<file path="src/rtl/mtg_pkg.sv">
`timescale 1ns / 1ps
`default_nettype none
// ----------------------------------------------------------------------------
// mtg_pkg
// constants, command type and word functions shared by the generator modules
// ----------------------------------------------------------------------------
package mtg_pkg;

  localparam int STATE_WORDS   = 624;
  localparam int MIDDLE_OFFSET = 397;
  localparam int WORD_W        = 32;
  localparam int PTR_W         = $clog2(STATE_WORDS);
  localparam int QUEUE_DEPTH   = 2;

  localparam logic [WORD_W-1:0] TWIST_MATRIX = 32'h9908b0df;
  localparam logic [WORD_W-1:0] TOP_BIT      = 32'h80000000;
  localparam logic [WORD_W-1:0] LOW_BITS     = 32'h7fffffff;
  localparam logic [WORD_W-1:0] SEED_MULT    = 32'd1812433253;
  localparam logic [WORD_W-1:0] TEMPER_B     = 32'h9d2c5680;
  localparam logic [WORD_W-1:0] TEMPER_C     = 32'hefc60000;
  localparam logic [WORD_W-1:0] DEFAULT_SEED = 32'd5489;

  localparam logic [PTR_W-1:0] LAST_IDX = PTR_W'(STATE_WORDS - 1);
  localparam logic [PTR_W-1:0] FAR_WRAP = PTR_W'(STATE_WORDS - MIDDLE_OFFSET);
  localparam logic [PTR_W-1:0] MID_OFS  = PTR_W'(MIDDLE_OFFSET);

  typedef logic [1:0] op_t;
  localparam op_t OP_SEED      = 2'd0;
  localparam op_t OP_DRAW      = 2'd1;
  localparam op_t OP_SEED_DRAW = 2'd2;

  typedef struct packed {
    op_t               op;
    logic [WORD_W-1:0] seed;
  } cmd_t;

  function automatic logic [WORD_W-1:0] seed_step(input logic [WORD_W-1:0] prev,
                                                  input logic [PTR_W-1:0]  idx);
    logic [WORD_W-1:0] x;
    x = prev ^ (prev >> 30);
    seed_step = (SEED_MULT * x) + WORD_W'(idx);
  endfunction

  function automatic logic [WORD_W-1:0] mix_word(input logic [WORD_W-1:0] upper,
                                                 input logic [WORD_W-1:0] lower);
    logic [WORD_W-1:0] m;
    m = (upper & TOP_BIT) | (lower & LOW_BITS);
    mix_word = (m >> 1) ^ (lower[0] ? TWIST_MATRIX : '0);
  endfunction

  function automatic logic [WORD_W-1:0] temper(input logic [WORD_W-1:0] w);
    logic [WORD_W-1:0] y;
    y = w;
    y = y ^ (y >> 11);
    y = y ^ ((y << 7) & TEMPER_B);
    y = y ^ ((y << 15) & TEMPER_C);
    y = y ^ (y >> 18);
    temper = y;
  endfunction

endpackage
`default_nettype wire

</file>
<file path="src/rtl/mtg_front.sv">
`timescale 1ns / 1ps
`default_nettype none
// ----------------------------------------------------------------------------
// mtg_front
// accepts input items, holds the default seed and the seeded flag, and turns
// each item into a seed, draw or seed-then-draw command
// ----------------------------------------------------------------------------
module mtg_front (
  input  wire logic                       clk,
  input  wire logic                       rst_n,
  input  wire logic                       in_tvalid,
  output logic                            in_tready,
  input  wire logic [0:0]                 in_tuser,
  input  wire logic [mtg_pkg::WORD_W-1:0] in_tdata,
  input  wire logic                       cfg_we,
  input  wire logic [mtg_pkg::WORD_W-1:0] cfg_wdata,
  output logic                            q_valid,
  input  wire logic                       q_ready,
  output mtg_pkg::cmd_t                   q_cmd
);

  logic                       seeded_r;
  logic [mtg_pkg::WORD_W-1:0] default_seed_r;
  logic                       accept;

  assign in_tready = q_ready;
  assign q_valid   = in_tvalid;
  assign accept    = in_tvalid && q_ready;

  always_comb begin
    if (!in_tuser[0]) begin
      q_cmd.op   = mtg_pkg::OP_SEED;
      q_cmd.seed = in_tdata;
    end else if (!seeded_r) begin
      q_cmd.op   = mtg_pkg::OP_SEED_DRAW;
      q_cmd.seed = default_seed_r;
    end else begin
      q_cmd.op   = mtg_pkg::OP_DRAW;
      q_cmd.seed = in_tdata;
    end
  end

  always_ff @(posedge clk) begin
    if (!rst_n) begin
      seeded_r       <= 1'b0;
      default_seed_r <= mtg_pkg::DEFAULT_SEED;
    end else begin
      if (accept) begin
        seeded_r <= 1'b1;
      end
      if (cfg_we) begin
        default_seed_r <= cfg_wdata;
      end
    end
  end

endmodule
`default_nettype wire

</file>
<file path="config.mk">
export PLATFORM = sky130hd
export DESIGN_NAME = mtg_front
export DESIGN_NICKNAME = d
export VERILOG_FILES = /design/src/rtl/mtg_pkg.sv /design/src/rtl/mtg_front.sv
export SDC_FILE = /design/constraint.sdc
export NUM_CORES = 1
export LEC_CHECK = 0
export ABC_AREA = 1
export BUFFER_PORTS_ARGS = -buffer_cell sky130_fd_sc_hd__buf_2
export CORE_AREA = 2 2 68 70
export DETAILED_ROUTE_END_ITERATION = 10
export DIE_AREA = 0 0 70 72
export PLACE_DENSITY = 0.79
export SYNTH_ARGS = -nofsm -noshare
export SYNTH_HDL_FRONTEND = slang
export SYNTH_SLANG_ARGS = --single-unit
</file>
<file path="constraint.sdc">
create_clock -name clk -period 1 [get_ports clk]
set_input_delay 0.15 -clock clk [delete_from_list [all_inputs] [get_ports clk]]
set_output_delay 0.15 -clock clk [all_outputs]
set_load 0.02 [all_outputs]
</file>
# After elaboration in Yosys (flattened, before gate mapping)
# Index checks and enable logic that the tools add are counted.
# word_totals
ff_bits	33
input_bits	70
out_inout_bits	36
word_cells	5
# op_classes
mux	2
reduce_logical	1
# op_table
operator	count
$mux 34	2
$logic_and 1x1->1	1

# Logic depth before layout (Yosys ltp)
# depth
word_depth	2
mapped_depth	5
depth_no_buf	4

# Worst setup path after synthesis
# Ideal clock, no wire load.
# synth_timing
kind	reg2out
startpoint	register seeded_r
endpoint	output port q_cmd[23] (netlist bit)
arrival_time_ns	0.821
t_required_ns	0.850
setup_slack_ns	0.029
stages_incl_launch_ff	6
path_buffers	1
cell_sequence	dfxtp_1 inv_2 nand2_2 buf_4 nand2_1 nand2_1
# synth_rtl
element	line	rtl
from (decl)	mtg_front.sv:22	logic seeded_r;
from (signal assigned)	mtg_front.sv:45	seeded_r <= 1'b0;
from (signal assigned)	mtg_front.sv:49	seeded_r <= 1'b1;
to (decl)	mtg_front.sv:19	output mtg_pkg::cmd_t q_cmd

==> results.yml <==
run:
  cap_violations: 0
worst_setup_path:
  worst_setup_path_start_kind: "flip-flop"
  critPathMaxStageDelay_ps: 340
  critPathRequiredTime_ps: 850
  crit_type: "flip-flop to primary output"
  crit_path_end_kind: "primary output"
  cp.depth: 6
  worstRegToRegCells: 3
  arrival_ps: 1180
  crit_chain: "inv_4, nand2_4, buf_12, nand2_1, nand2_2, buf_6"
  cp_num_buf_inv: 3
  crit_family: "buffers and inverters"
  cp_max_fo: 20
  cp_slowest_cell: "dfxtp_2"
yosys:
  syn_area_um2: 1780
  synth_top_area_share_pct: 37.0
  syn-num-nets: 375
  syn_avg_cell_area_um2: 5.85
  yosysWarnings: 0
  yosys-top-cells-area: "dfxtp_1 (37%), nand2_1 (27%), nand3_1 (11%)"
  ys_seq_area_share_pct: 37.0
  yosysTopAreaCell: "dfxtp_1"
  ys_types: 11
  ys_seq_elements: 33
  synth_cells: 305
clock_network:
  cts.path.max_buffers: 2
  clkSinkCount: 33
  clk_latency_ps: 280
  cts_made_buffers: 5
  htree_levels: 2
  ctsRootBufferMaster: "clkbuf_8"
  cts.clk_slew.worst_paths_ps: 70
  cts_tree: "built"
outcome:
  status: "complete, but fails checks"
  violations: "negative setup slack"
hold_path:
  min_path_cells: 3
  min_path_type: "primary input to flip-flop"
die:
  die_h_um: 72
  die-area_um2: 5040
  fp.coreArea_um2: 4260
  io_pins: 106
  die_x_um: 70
  rows: 24
  start_util_pct: 41.8
global_routing:
  grt_max_degree: 34
  grt_remaining_overflow: 0
  grt_pass1_wl_um: 7740
  antenna_found_initial: 0
  grt_use_total_pct: 18.8
  grt_pass1_vias: 1840
routing:
  drt_wl_total_um: 4650
  vias_per_cell: 4.50
  drt_iter0_drc: 41
  vias: 2082
  wl_per_cell_um: 10.0
  firstDrtPassIters: 4
  ant_nets: 0
  drc_errors: 0
timing:
  tightest_slew_ps: 256
  min_period_over_period_pct: 133
  period_minus_slack_ps: 1330
  timing.fmax_ghz: 0.755
  finClkSkew_ps: 0
  fin_setup_tns_ps: -10080
  rsz0062_at_grt: "true"
  report.final.hold_viol_count: 0
  setup_viol: 34
  relSlewSlack_pct: 82.9
  setup_slack_ps: -325
  drv_slew: 0
power_and_ir_drop:
  peakVddDrop_uv: 732
  leakage_nw: 1.62
  power_mw: 3.84
  power_density_nw_per_um2: 1400
final_layout:
  utilization_pct: 64.5
  syn_to_final_growth_pct: 54.1
  diodes: 0
  num-nets-final: 480
  post_route_cells_drive_above_1_share_pct: 34.8
  final_cell_area_um2: 2750
placed_design:
  pre_cts_slack_ps: -75.5
  placed_area_um2: 2400
  globalplace.congestion: 0.719
  hpwl_um: 3350
  io_buffers: 105
[worst paths after layout]
| kind | startpoint | endpoint | slack, ps |
|---|---|---|---|
| min | cfg_wdata[4] | default_seed_r[4] | 80 |
| min reg2reg | default_seed_r[12] | default_seed_r[12] | 470 |
| max reg2reg | seeded_r | seeded_r | 220 |
| max | seeded_r | q_cmd[12] | -330 |
[cells in the final DEF, fill, tap and decap left out, drive strengths merged]
cell type  instances
buf              120
bufinv             1
clkbuf             7
nand3             39
nor2              50
dfxtp             33
nand2            131
a21boi             1
inv               29
[Yosys cell counts]
master    instances
a21boi_0          1
buf_2            13
buf_4             8
clkbuf_2          1
dfxtp_1          33
inv_1            28
inv_2             1
nand2_1         130
nand2_2           1
nand3_1          39
nor2_1           50
[cell type report]
cell class / instances / area (um^2)
Sequential cell: 33 / 662
Fill cell: 375 / 1520
Clock buffer: 7 / 86.3
Multi-Input combinational cell: 221 / 917
Inverter: 29 / 111
Clock inverter: 1 / 30.0
Timing Repair Buffer: 120 / 877
Tap cell: 52 / 65.1
[sequential cells by signal (all words and copies together), names as in the netlist]
| signal | cells |
|---|---|
| default_seed_r | 32 |
| seeded_r | 1 |
[metrics by stage]
stage / std cells / hold WS [ps]
6_report: 463 / 82.1
2_1_floorplan: 305 / 276
3_5_place_dp: 454 / 370
4_1_cts: 462 / 78.1
5_1_grt: 463 / 96.4
3_3_place_gp: 454 / 361
[power by group]
part,internal (mW),switching (mW)
registers,1.41,0.0476
clock network,0.812,0.460
logic,0.527,0.581
[timing repair]
action / CTS / global route
endpoints found under the setup margin: 34 / 34
gates resized for setup: 50 / 26
setup buffers: 0 / 1
hold buffers: 0 / 0
[cells by family after synthesis]
group           count (synthesis)  share of synthesized area, %
buf+inv                        51                          13.4
compound gates                  1                         0.421
flops                          33                          37.0
simple gates                  220                          49.2
[worst reg2reg max path, delay by kind of cell (launching register included)]
family          cells  cell delay [ps]
flops               1              350
buf+inv             2              190
compound gates      1              150
[metal layers]
layer	wire, um	track usage, %	vias up
met1	1840	21.7	900
met2	2500	34.9	59
met3	270	5.42	6
li1	-	-	1117
met5	0	0	-
met4	37	3.85	0
No activity file was read; power rests on OpenSTA's default activity.
