File: config.mk
export PLATFORM = sky130hd
export DESIGN_NAME = mtg_queue
export DESIGN_NICKNAME = d
export VERILOG_FILES = /design/src/rtl/mtg_pkg.sv /design/src/rtl/mtg_queue.sv
export SDC_FILE = /design/constraint.sdc
export NUM_CORES = 1
export LEC_CHECK = 0
export BUFFER_PORTS_ARGS = -buffer_cell sky130_fd_sc_hd__clkbuf_2
export CORE_MARGIN = 2
export CORE_UTILIZATION = 54
export CTS_BUF_LIST = sky130_fd_sc_hd__clkbuf_8
export DETAILED_ROUTE_END_ITERATION = 6
export GPL_ROUTABILITY_DRIVEN = 0
export PLACE_DENSITY_LB_ADDON = 0.08
export SLEW_MARGIN = 5
export SYNTH_ARGS = -nofsm -noshare
export SYNTH_HDL_FRONTEND = slang
export SYNTH_SLANG_ARGS = --single-unit
File: constraint.sdc
create_clock -name clk -period 2.54 [get_ports clk]
set_input_delay 0.254 -clock clk [delete_from_list [all_inputs] [get_ports clk]]
set_output_delay 0.254 -clock clk [all_outputs]
set_load 0.005 [all_outputs]
File: src/rtl/mtg_pkg.sv
`timescale 1ns / 1ps
`default_nettype none
// ----------------------------------------------------------------------------
// mtg_pkg
// constants, command type and word functions shared by the generator modules
// ----------------------------------------------------------------------------
package mtg_pkg;

  localparam int STATE_WORDS   = 624;
  localparam int MIDDLE_OFFSET = 397;
  localparam int WORD_W        = 32;
  localparam int PTR_W         = $clog2(STATE_WORDS);
  localparam int QUEUE_DEPTH   = 2;

  localparam logic [WORD_W-1:0] TWIST_MATRIX = 32'h9908b0df;
  localparam logic [WORD_W-1:0] TOP_BIT      = 32'h80000000;
  localparam logic [WORD_W-1:0] LOW_BITS     = 32'h7fffffff;
  localparam logic [WORD_W-1:0] SEED_MULT    = 32'd1812433253;
  localparam logic [WORD_W-1:0] TEMPER_B     = 32'h9d2c5680;
  localparam logic [WORD_W-1:0] TEMPER_C     = 32'hefc60000;
  localparam logic [WORD_W-1:0] DEFAULT_SEED = 32'd5489;

  localparam logic [PTR_W-1:0] LAST_IDX = PTR_W'(STATE_WORDS - 1);
  localparam logic [PTR_W-1:0] FAR_WRAP = PTR_W'(STATE_WORDS - MIDDLE_OFFSET);
  localparam logic [PTR_W-1:0] MID_OFS  = PTR_W'(MIDDLE_OFFSET);

  typedef logic [1:0] op_t;
  localparam op_t OP_SEED      = 2'd0;
  localparam op_t OP_DRAW      = 2'd1;
  localparam op_t OP_SEED_DRAW = 2'd2;

  typedef struct packed {
    op_t               op;
    logic [WORD_W-1:0] seed;
  } cmd_t;

  function automatic logic [WORD_W-1:0] seed_step(input logic [WORD_W-1:0] prev,
                                                  input logic [PTR_W-1:0]  idx);
    logic [WORD_W-1:0] x;
    x = prev ^ (prev >> 30);
    seed_step = (SEED_MULT * x) + WORD_W'(idx);
  endfunction

  function automatic logic [WORD_W-1:0] mix_word(input logic [WORD_W-1:0] upper,
                                                 input logic [WORD_W-1:0] lower);
    logic [WORD_W-1:0] m;
    m = (upper & TOP_BIT) | (lower & LOW_BITS);
    mix_word = (m >> 1) ^ (lower[0] ? TWIST_MATRIX : '0);
  endfunction

  function automatic logic [WORD_W-1:0] temper(input logic [WORD_W-1:0] w);
    logic [WORD_W-1:0] y;
    y = w;
    y = y ^ (y >> 11);
    y = y ^ ((y << 7) & TEMPER_B);
    y = y ^ ((y << 15) & TEMPER_C);
    y = y ^ (y >> 18);
    temper = y;
  endfunction

endpackage
`default_nettype wire

File: src/rtl/mtg_queue.sv
`timescale 1ns / 1ps
`default_nettype none
// ----------------------------------------------------------------------------
// mtg_queue
// small command fifo between front and back
// ----------------------------------------------------------------------------
module mtg_queue #(
  parameter int DEPTH = mtg_pkg::QUEUE_DEPTH
) (
  input  wire logic          clk,
  input  wire logic          rst_n,
  input  wire logic          wr_valid,
  output logic               wr_ready,
  input  wire mtg_pkg::cmd_t wr_cmd,
  output logic               rd_valid,
  input  wire logic          rd_ready,
  output mtg_pkg::cmd_t      rd_cmd
);

  localparam int PW = $clog2(DEPTH);
  localparam int CW = $clog2(DEPTH + 1);
  localparam logic [PW-1:0] LAST = PW'(DEPTH - 1);
  localparam logic [CW-1:0] FULL = CW'(DEPTH);

  mtg_pkg::cmd_t   slots_r [DEPTH];
  logic [PW-1:0]   wr_ptr_r;
  logic [PW-1:0]   rd_ptr_r;
  logic [CW-1:0]   count_r;
  logic            push;
  logic            pop;

  assign wr_ready = (count_r != FULL);
  assign rd_valid = (count_r != '0);
  assign rd_cmd   = slots_r[rd_ptr_r];
  assign push     = wr_valid && wr_ready;
  assign pop      = rd_valid && rd_ready;

  always_ff @(posedge clk) begin
    if (push) begin
      slots_r[wr_ptr_r] <= wr_cmd;
    end
  end

  always_ff @(posedge clk) begin
    if (!rst_n) begin
      wr_ptr_r <= '0;
      rd_ptr_r <= '0;
      count_r  <= '0;
    end else begin
      if (push) begin
        wr_ptr_r <= (wr_ptr_r == LAST) ? '0 : wr_ptr_r + PW'(1);
      end
      if (pop) begin
        rd_ptr_r <= (rd_ptr_r == LAST) ? '0 : rd_ptr_r + PW'(1);
      end
      if (push && !pop) begin
        count_r <= count_r + CW'(1);
      end else if (pop && !push) begin
        count_r <= count_r - CW'(1);
      end
    end
  end

endmodule
`default_nettype wire

After elaboration in Yosys (flattened, before gate mapping)

Memory sizes are Yosys's and may differ from the RTL's. A register that Yosys moved wholly into a read port is not among the register bits.
Index checks and enable logic that the tools add are counted.
W data, S select, Z words.

Bits in registers: 4
RAM bits: 68
Input port bits: 38
Output and inout port bits: 36
Memories: 1

Memory list:

| memory  | depth | bits a word | rd ports | clocked after memory_dff | wr ports | line            | source |
|---|---|---|---|---|---|---|---|
| slots_r | 2     | 34          | 1        | 1                        | 1        | mtg_queue.sv:25 | `mtg_pkg::cmd_t slots_r [DEPTH];` |

$add $sub $neg: 4
Equal/unequal tests: 1
Mux-type cells: 8
Reduce and logical (&&, ||, !) cells: 8

Operators by type and width:

| kind                  | count |
|---|---|
| $mux W1               | 6 |
| $logic_and A1 B1 Y1   | 4 |
| $mux W2               | 2 |
| $reduce_bool A2 Y1    | 2 |
| $add A1 B1 Y1 const B | 2 |
| $add A2 B1 Y2 const B | 1 |
| $logic_not A1 Y1      | 2 |
| $ne A2 B2 Y1 const B  | 1 |
| $sub A2 B1 Y2 const B | 1 |

Depth between registers and ports, before layout

Word-level depth: 6
Mapped depth: 6
Depth with buffers taken out: 6

Least setup slack after synthesis

OpenSTA, ideal clock, no wires.

Path type: register to register
Start point: register count_r[0]
End point: memory slots_r[1][0] in the netlist's numbering, enable pin
Data arrival time: 1.439 ns
Path slack: 0.707 ns
Stages on the path, launching flop included: 3
Buffers on the path: 0
Cells stage by stage: dfxtp_1 nand2b_4 and3_1

Cells in the longest elaborated chain, start to end: 4

RTL lines:

| item                          | line            | source |
|---|---|---|
| from (decl)                   | mtg_queue.sv:28 | `logic [CW-1:0] count_r;` |
| from (signal assigned)        | mtg_queue.sv:57 | `count_r <= count_r + CW'(1);` |
| from (signal assigned)        | mtg_queue.sv:59 | `count_r <= count_r - CW'(1);` |
| $ne A2 B2 Y1                  | mtg_queue.sv:32 | `assign wr_ready = (count_r != FULL);` |
| named net wr_ready            | mtg_queue.sv:13 | `output logic wr_ready,` |
| $logic_and A1 B1 Y1           | mtg_queue.sv:35 | `assign push = wr_valid && wr_ready;` |
| $mux W1                       | mtg_queue.sv:39 | `if (push) begin` |
| $mux W1 (not written as such) | mtg_queue.sv:40 | `slots_r[wr_ptr_r] <= wr_cmd;` |
| to (decl)                     | mtg_queue.sv:25 |  |

The timed path passes the listed nets, and every way through them passes these cells.

Final worst setup path

Start point: register count_r[0]
End point: memory slots_r[1][4] in the netlist's numbering, enable pin

Cells in the longest elaborated chain, start to end: 4

RTL lines:

| item                          | line |
|---|---|
| $ne A2 B2 Y1                  | mtg_queue.sv:32 |
| $logic_and A1 B1 Y1           | mtg_queue.sv:35 |
| $mux W1                       | mtg_queue.sv:39 |
| $mux W1 (not written as such) | mtg_queue.sv:40 |

Every way passes these cells.

==> flow_results.xml <==
<?xml version="1.0" encoding="UTF-8"?>
<metrics>
  <group name="timing">
    <metric name="fin_tns_setup" unit="ns">0</metric>
    <metric name="min_period" unit="ns">1.71</metric>
    <metric name="achievable-frequency" unit="GHz">0.585</metric>
    <metric name="timing.max_slew.rel_slack" unit="%">47.6</metric>
    <metric name="finalSetupViolCount" unit="">0</metric>
    <metric name="setup_repair_after_global_routing_missed_its_margin" unit="">false</metric>
    <metric name="finClkSkew" unit="ns">0.00311</metric>
    <metric name="hold_viol_final" unit="">0</metric>
    <metric name="post_route_fraction_of_the_period_consumed_by_the_critical_path" unit="%">67.3</metric>
    <metric name="tightest_slew" unit="ns">0.786</metric>
    <metric name="maxSlewViolCount" unit="">0</metric>
  </group>
  <group name="logic_synthesis">
    <metric name="synth.net_count" unit="">169</metric>
    <metric name="synth-edff-count" unit="">68</metric>
    <metric name="yosysMostFrequentCell" unit="">sky130_fd_sc_hd__edfxtp_1</metric>
    <metric name="yosys-top-cells-count" unit="">sky130_fd_sc_hd__edfxtp_1 (68), sky130_fd_sc_hd__mux2_2 (34), sky130_fd_sc_hd__dfxtp_1 (5), sky130_fd_sc_hd__and2_1 (4), sky130_fd_sc_hd__buf_2 (4)</metric>
    <metric name="netlist.area_leader.share" unit="%">76.0</metric>
    <metric name="post_synth_num_cell_types" unit="">19</metric>
    <metric name="ys_top_cells_by_area" unit="">sky130_fd_sc_hd__edfxtp_1 (76%), sky130_fd_sc_hd__mux2_2 (14%), sky130_fd_sc_hd__dfxtp_1 (3.7%)</metric>
    <metric name="synth_area_leader_cell" unit="">sky130_fd_sc_hd__edfxtp_1</metric>
    <metric name="synth_seq_cells" unit="">73</metric>
    <metric name="asyncSetResetFlopFracSynth" unit="%">0</metric>
    <metric name="postSynthCellCount" unit="">130</metric>
    <metric name="postSynthAreaPerCell" unit="µm²">20.7</metric>
    <metric name="synth_seq_area_share" unit="%">79.7</metric>
    <metric name="synth.cell_area" unit="mm²">0.00269</metric>
    <metric name="dominantRegCellSynth" unit="">sky130_fd_sc_hd__edfxtp_1</metric>
    <metric name="ys.warnings.count" unit="">0</metric>
  </group>
  <group name="cells_and_area">
    <metric name="area_growth_from_synthesis_to_final_layout" unit="%">23.6</metric>
    <metric name="multi_input_area" unit="µm²">523</metric>
    <metric name="nets" unit="">253</metric>
    <metric name="filler_cell_count" unit="">336</metric>
    <metric name="insertedDiodeCount" unit="">0</metric>
    <metric name="drive_above_1_share" unit="%">58.3</metric>
    <metric name="postLayoutCoreUtil" unit="%">69.9</metric>
    <metric name="seqCellArea" unit="mm²">0.00214</metric>
  </group>
  <group name="setup_path">
    <metric name="critical_path.reg2reg.startpoint" unit="">count_r[0]</metric>
    <metric name="critPathLaunch" unit="">count_r[0]</metric>
    <metric name="critPathCapture" unit="">slots_r[1][4]</metric>
    <metric name="reg2reg_setup_slack" unit="ns">0.83</metric>
    <metric name="path_cells" unit="">nand2b_4 -&gt; and3_2</metric>
    <metric name="cpMaxStageDelayCell" unit="">sky130_fd_sc_hd__and3_2</metric>
    <metric name="critPathLaunchType" unit="">register</metric>
    <metric name="timing_worst_setup_path_type" unit="">reg2reg</metric>
    <metric name="setup.worst_path.end_class" unit="">register</metric>
    <metric name="timing.critical_path.arrival" unit="ns">1.67</metric>
    <metric name="timing.critical_path.required" unit="ns">2.50</metric>
    <metric name="worst_r2r_path_depth" unit="">2</metric>
    <metric name="cp_max_fo" unit="">34</metric>
    <metric name="rr_endpoint" unit="">slots_r[1][4]</metric>
    <metric name="crit_path_max_incr_delay" unit="ns">0.71</metric>
  </group>
  <group name="floorplan">
    <metric name="die_y" unit="µm">74.5</metric>
    <metric name="core-area" unit="mm²">0.00475</metric>
    <metric name="dieWidth" unit="µm">74.5</metric>
    <metric name="dieArea" unit="mm²">0.00556</metric>
    <metric name="pin_count" unit="">74</metric>
    <metric name="fp-row-count" unit="">25</metric>
    <metric name="effective_utilization_at_floorplan" unit="%">56.5</metric>
  </group>
  <group name="clock_network">
    <metric name="clock_insertion_delay_worst_skew" unit="ns">0.33</metric>
    <metric name="cts.htree.levels" unit="">3</metric>
    <metric name="clock_tree_from_tritoncts" unit="">built</metric>
    <metric name="postCtsResizedCells" unit="">0</metric>
    <metric name="clock_sink_count" unit="">73</metric>
    <metric name="cts.clk_slew.worst_paths" unit="ns">0.07</metric>
    <metric name="cts-buffers-inserted" unit="">9</metric>
    <metric name="cts_hold_repair.buffers" unit="">0</metric>
    <metric name="ctsRootBufferMaster" unit="">sky130_fd_sc_hd__clkbuf_8</metric>
    <metric name="post-cts-setup-buffers" unit="">0</metric>
    <metric name="clk_path_buf_depth" unit="">2</metric>
  </group>
  <group name="detailed_routing">
    <metric name="vias_per_cell" unit="">4.96</metric>
    <metric name="final_antenna_net_count" unit="">0</metric>
    <metric name="drcViolationCount" unit="">0</metric>
    <metric name="dr_total_vias" unit="">1413</metric>
    <metric name="wire_length_after_detailed_routing" unit="mm">4.29</metric>
    <metric name="first_iter_violations" unit="">45</metric>
    <metric name="wire_per_inst" unit="µm">15.0</metric>
    <metric name="detailedRoute.firstPassIterationCount" unit="">4</metric>
  </group>
  <group name="power">
    <metric name="swShare" unit="%">24.9</metric>
    <metric name="powerDensity" unit="mW/mm²">941</metric>
    <metric name="internal_power" unit="mW">2.35</metric>
    <metric name="post-layout-total-power" unit="mW">3.13</metric>
    <metric name="p_leak" unit="nW">1.28</metric>
    <metric name="clock_power_share" unit="%">25.8</metric>
    <metric name="p_switching" unit="mW">0.780</metric>
    <metric name="power.ir.vdd_worst" unit="µV">534</metric>
    <metric name="power_frac_comb" unit="%">24.3</metric>
    <metric name="power_frac_seq" unit="%">49.9</metric>
  </group>
  <group name="grt">
    <metric name="grt_first_pass_wirelength" unit="mm">6.13</metric>
    <metric name="first_global_vias" unit="">1379</metric>
    <metric name="grt_util_all_layers" unit="%">15.9</metric>
    <metric name="initial_antenna_violation_count" unit="">0</metric>
    <metric name="grt_start_max_net_pins" unit="">35</metric>
    <metric name="overflow" unit="">0</metric>
  </group>
  <group name="worst_hold_path">
    <metric name="hold_path.class" unit="">in2reg</metric>
  </group>
  <group name="place">
    <metric name="port_buffers" unit="">73</metric>
  </group>
  <group name="job">
    <metric name="maxCapViolations" unit="">0</metric>
  </group>
  <group name="outcome">
    <metric name="outcome" unit="">finished clean</metric>
  </group>
</metrics>
[flip-flops by register name, indices dropped and copies added (netlist names), named ones only]
signal,cells
slots_r,68
wr_ptr_r,1
rd_ptr_r,1
count_r,2
[how the worst min path moves through the flow]
stage | from | endpoint | slack [ns] | cells after the start
detailed placement | wr_cmd[26] | slots_r[1][26] | 0.45 | 1
global route | wr_cmd[29] | slots_r[0][29] | 0.09 | 1
finish | wr_cmd[12] | slots_r[0][12] | 0.11 | 1
floorplan | wr_cmd[0] | slots_r[0][0] | 0.35 | 0
CTS | wr_cmd[12] | slots_r[0][12] | 0.09 | 1
global placement | wr_cmd[14] | slots_r[0][14] | 0.44 | 1
[cells by family (layout without fill, tap and decap cells)]
family / Yosys count / after routing / synth area share [%]
compound gates: 5 / 5 / 1.30
xor+xnor: 3 / 3 / 0.978
fa+ha+maj: 1 / 1 / 0.465
buf+inv: 5 / 93 / 0.884
flops: 73 / 73 / 79.7
mux: 34 / 34 / 14.2
simple gates: 9 / 9 / 2.42
[per-stage QoR]
| stage | std cells | setup WS (ns) | instance area (µm²) | hold WS (ns) |
|---|---|---|---|---|
| CTS | 285 | 0.820 | 3320 | 0.0871 |
| floorplan | 130 | 0.707 | 2690 | 0.353 |
| detailed placement | 270 | 0.835 | 3150 | 0.446 |
| finish | 285 | 0.831 | 3320 | 0.105 |
| global placement | 270 | 0.902 | 3150 | 0.443 |
| global route | 285 | 0.766 | 3320 | 0.0945 |
[per-layer routing]
metal / global-route usage, % / vias to the layer above / share of wire, % / wire [µm]
met5: 0 / - / 0 / 0
met4: 11.3 / 0 / 2.3 / 100
met3: 4.47 / 10 / 6.0 / 256
met2: 26.2 / 48 / 52 / 2230
met1: 17.7 / 682 / 40 / 1700
li1: - / 673 / - / -
[worst max-delay path: cells and delay by family, from the launching register on]
kind | cells | cell delay [ns]
simple gates | 2 | 0.90
flops | 1 | 0.42
[placed cells by master (no fill, tap or decap), types with 2 or more instances in the layout]
cell	instances
sky130_fd_sc_hd__dfxtp_1	5
sky130_fd_sc_hd__inv_1	2
sky130_fd_sc_hd__mux2_2	34
sky130_fd_sc_hd__xnor2_1	2
sky130_fd_sc_hd__edfxtp_1	68
sky130_fd_sc_hd__and2_1	4
sky130_fd_sc_hd__clkbuf_2	73
sky130_fd_sc_hd__clkinv_2	2
sky130_fd_sc_hd__clkbuf_8	9
sky130_fd_sc_hd__clkinv_1	2
sky130_fd_sc_hd__buf_4	4
[power by group through the flow]
stage,Sequential [mW],Clock [mW],Combinational [mW]
after floorplan,1.57,0,0.473
after global placement,1.57,0,0.747
after detailed placement,1.59,0,0.768
after CTS,1.56,0.832,0.772
after global routing,1.57,0.879,0.826
final,1.56,0.807,0.759
[layout make-up]
type                    count  share of cell area, %
flip-flops and latches     73                   64.5
clock inverters             6                   1.54
repair buffers             77                   11.9
clock buffers               9                   3.73
multi-input cells          52                   15.7
well taps                  67                   2.52
inverters                   1                  0.113
No activity file was read; power rests on OpenSTA's default activity.
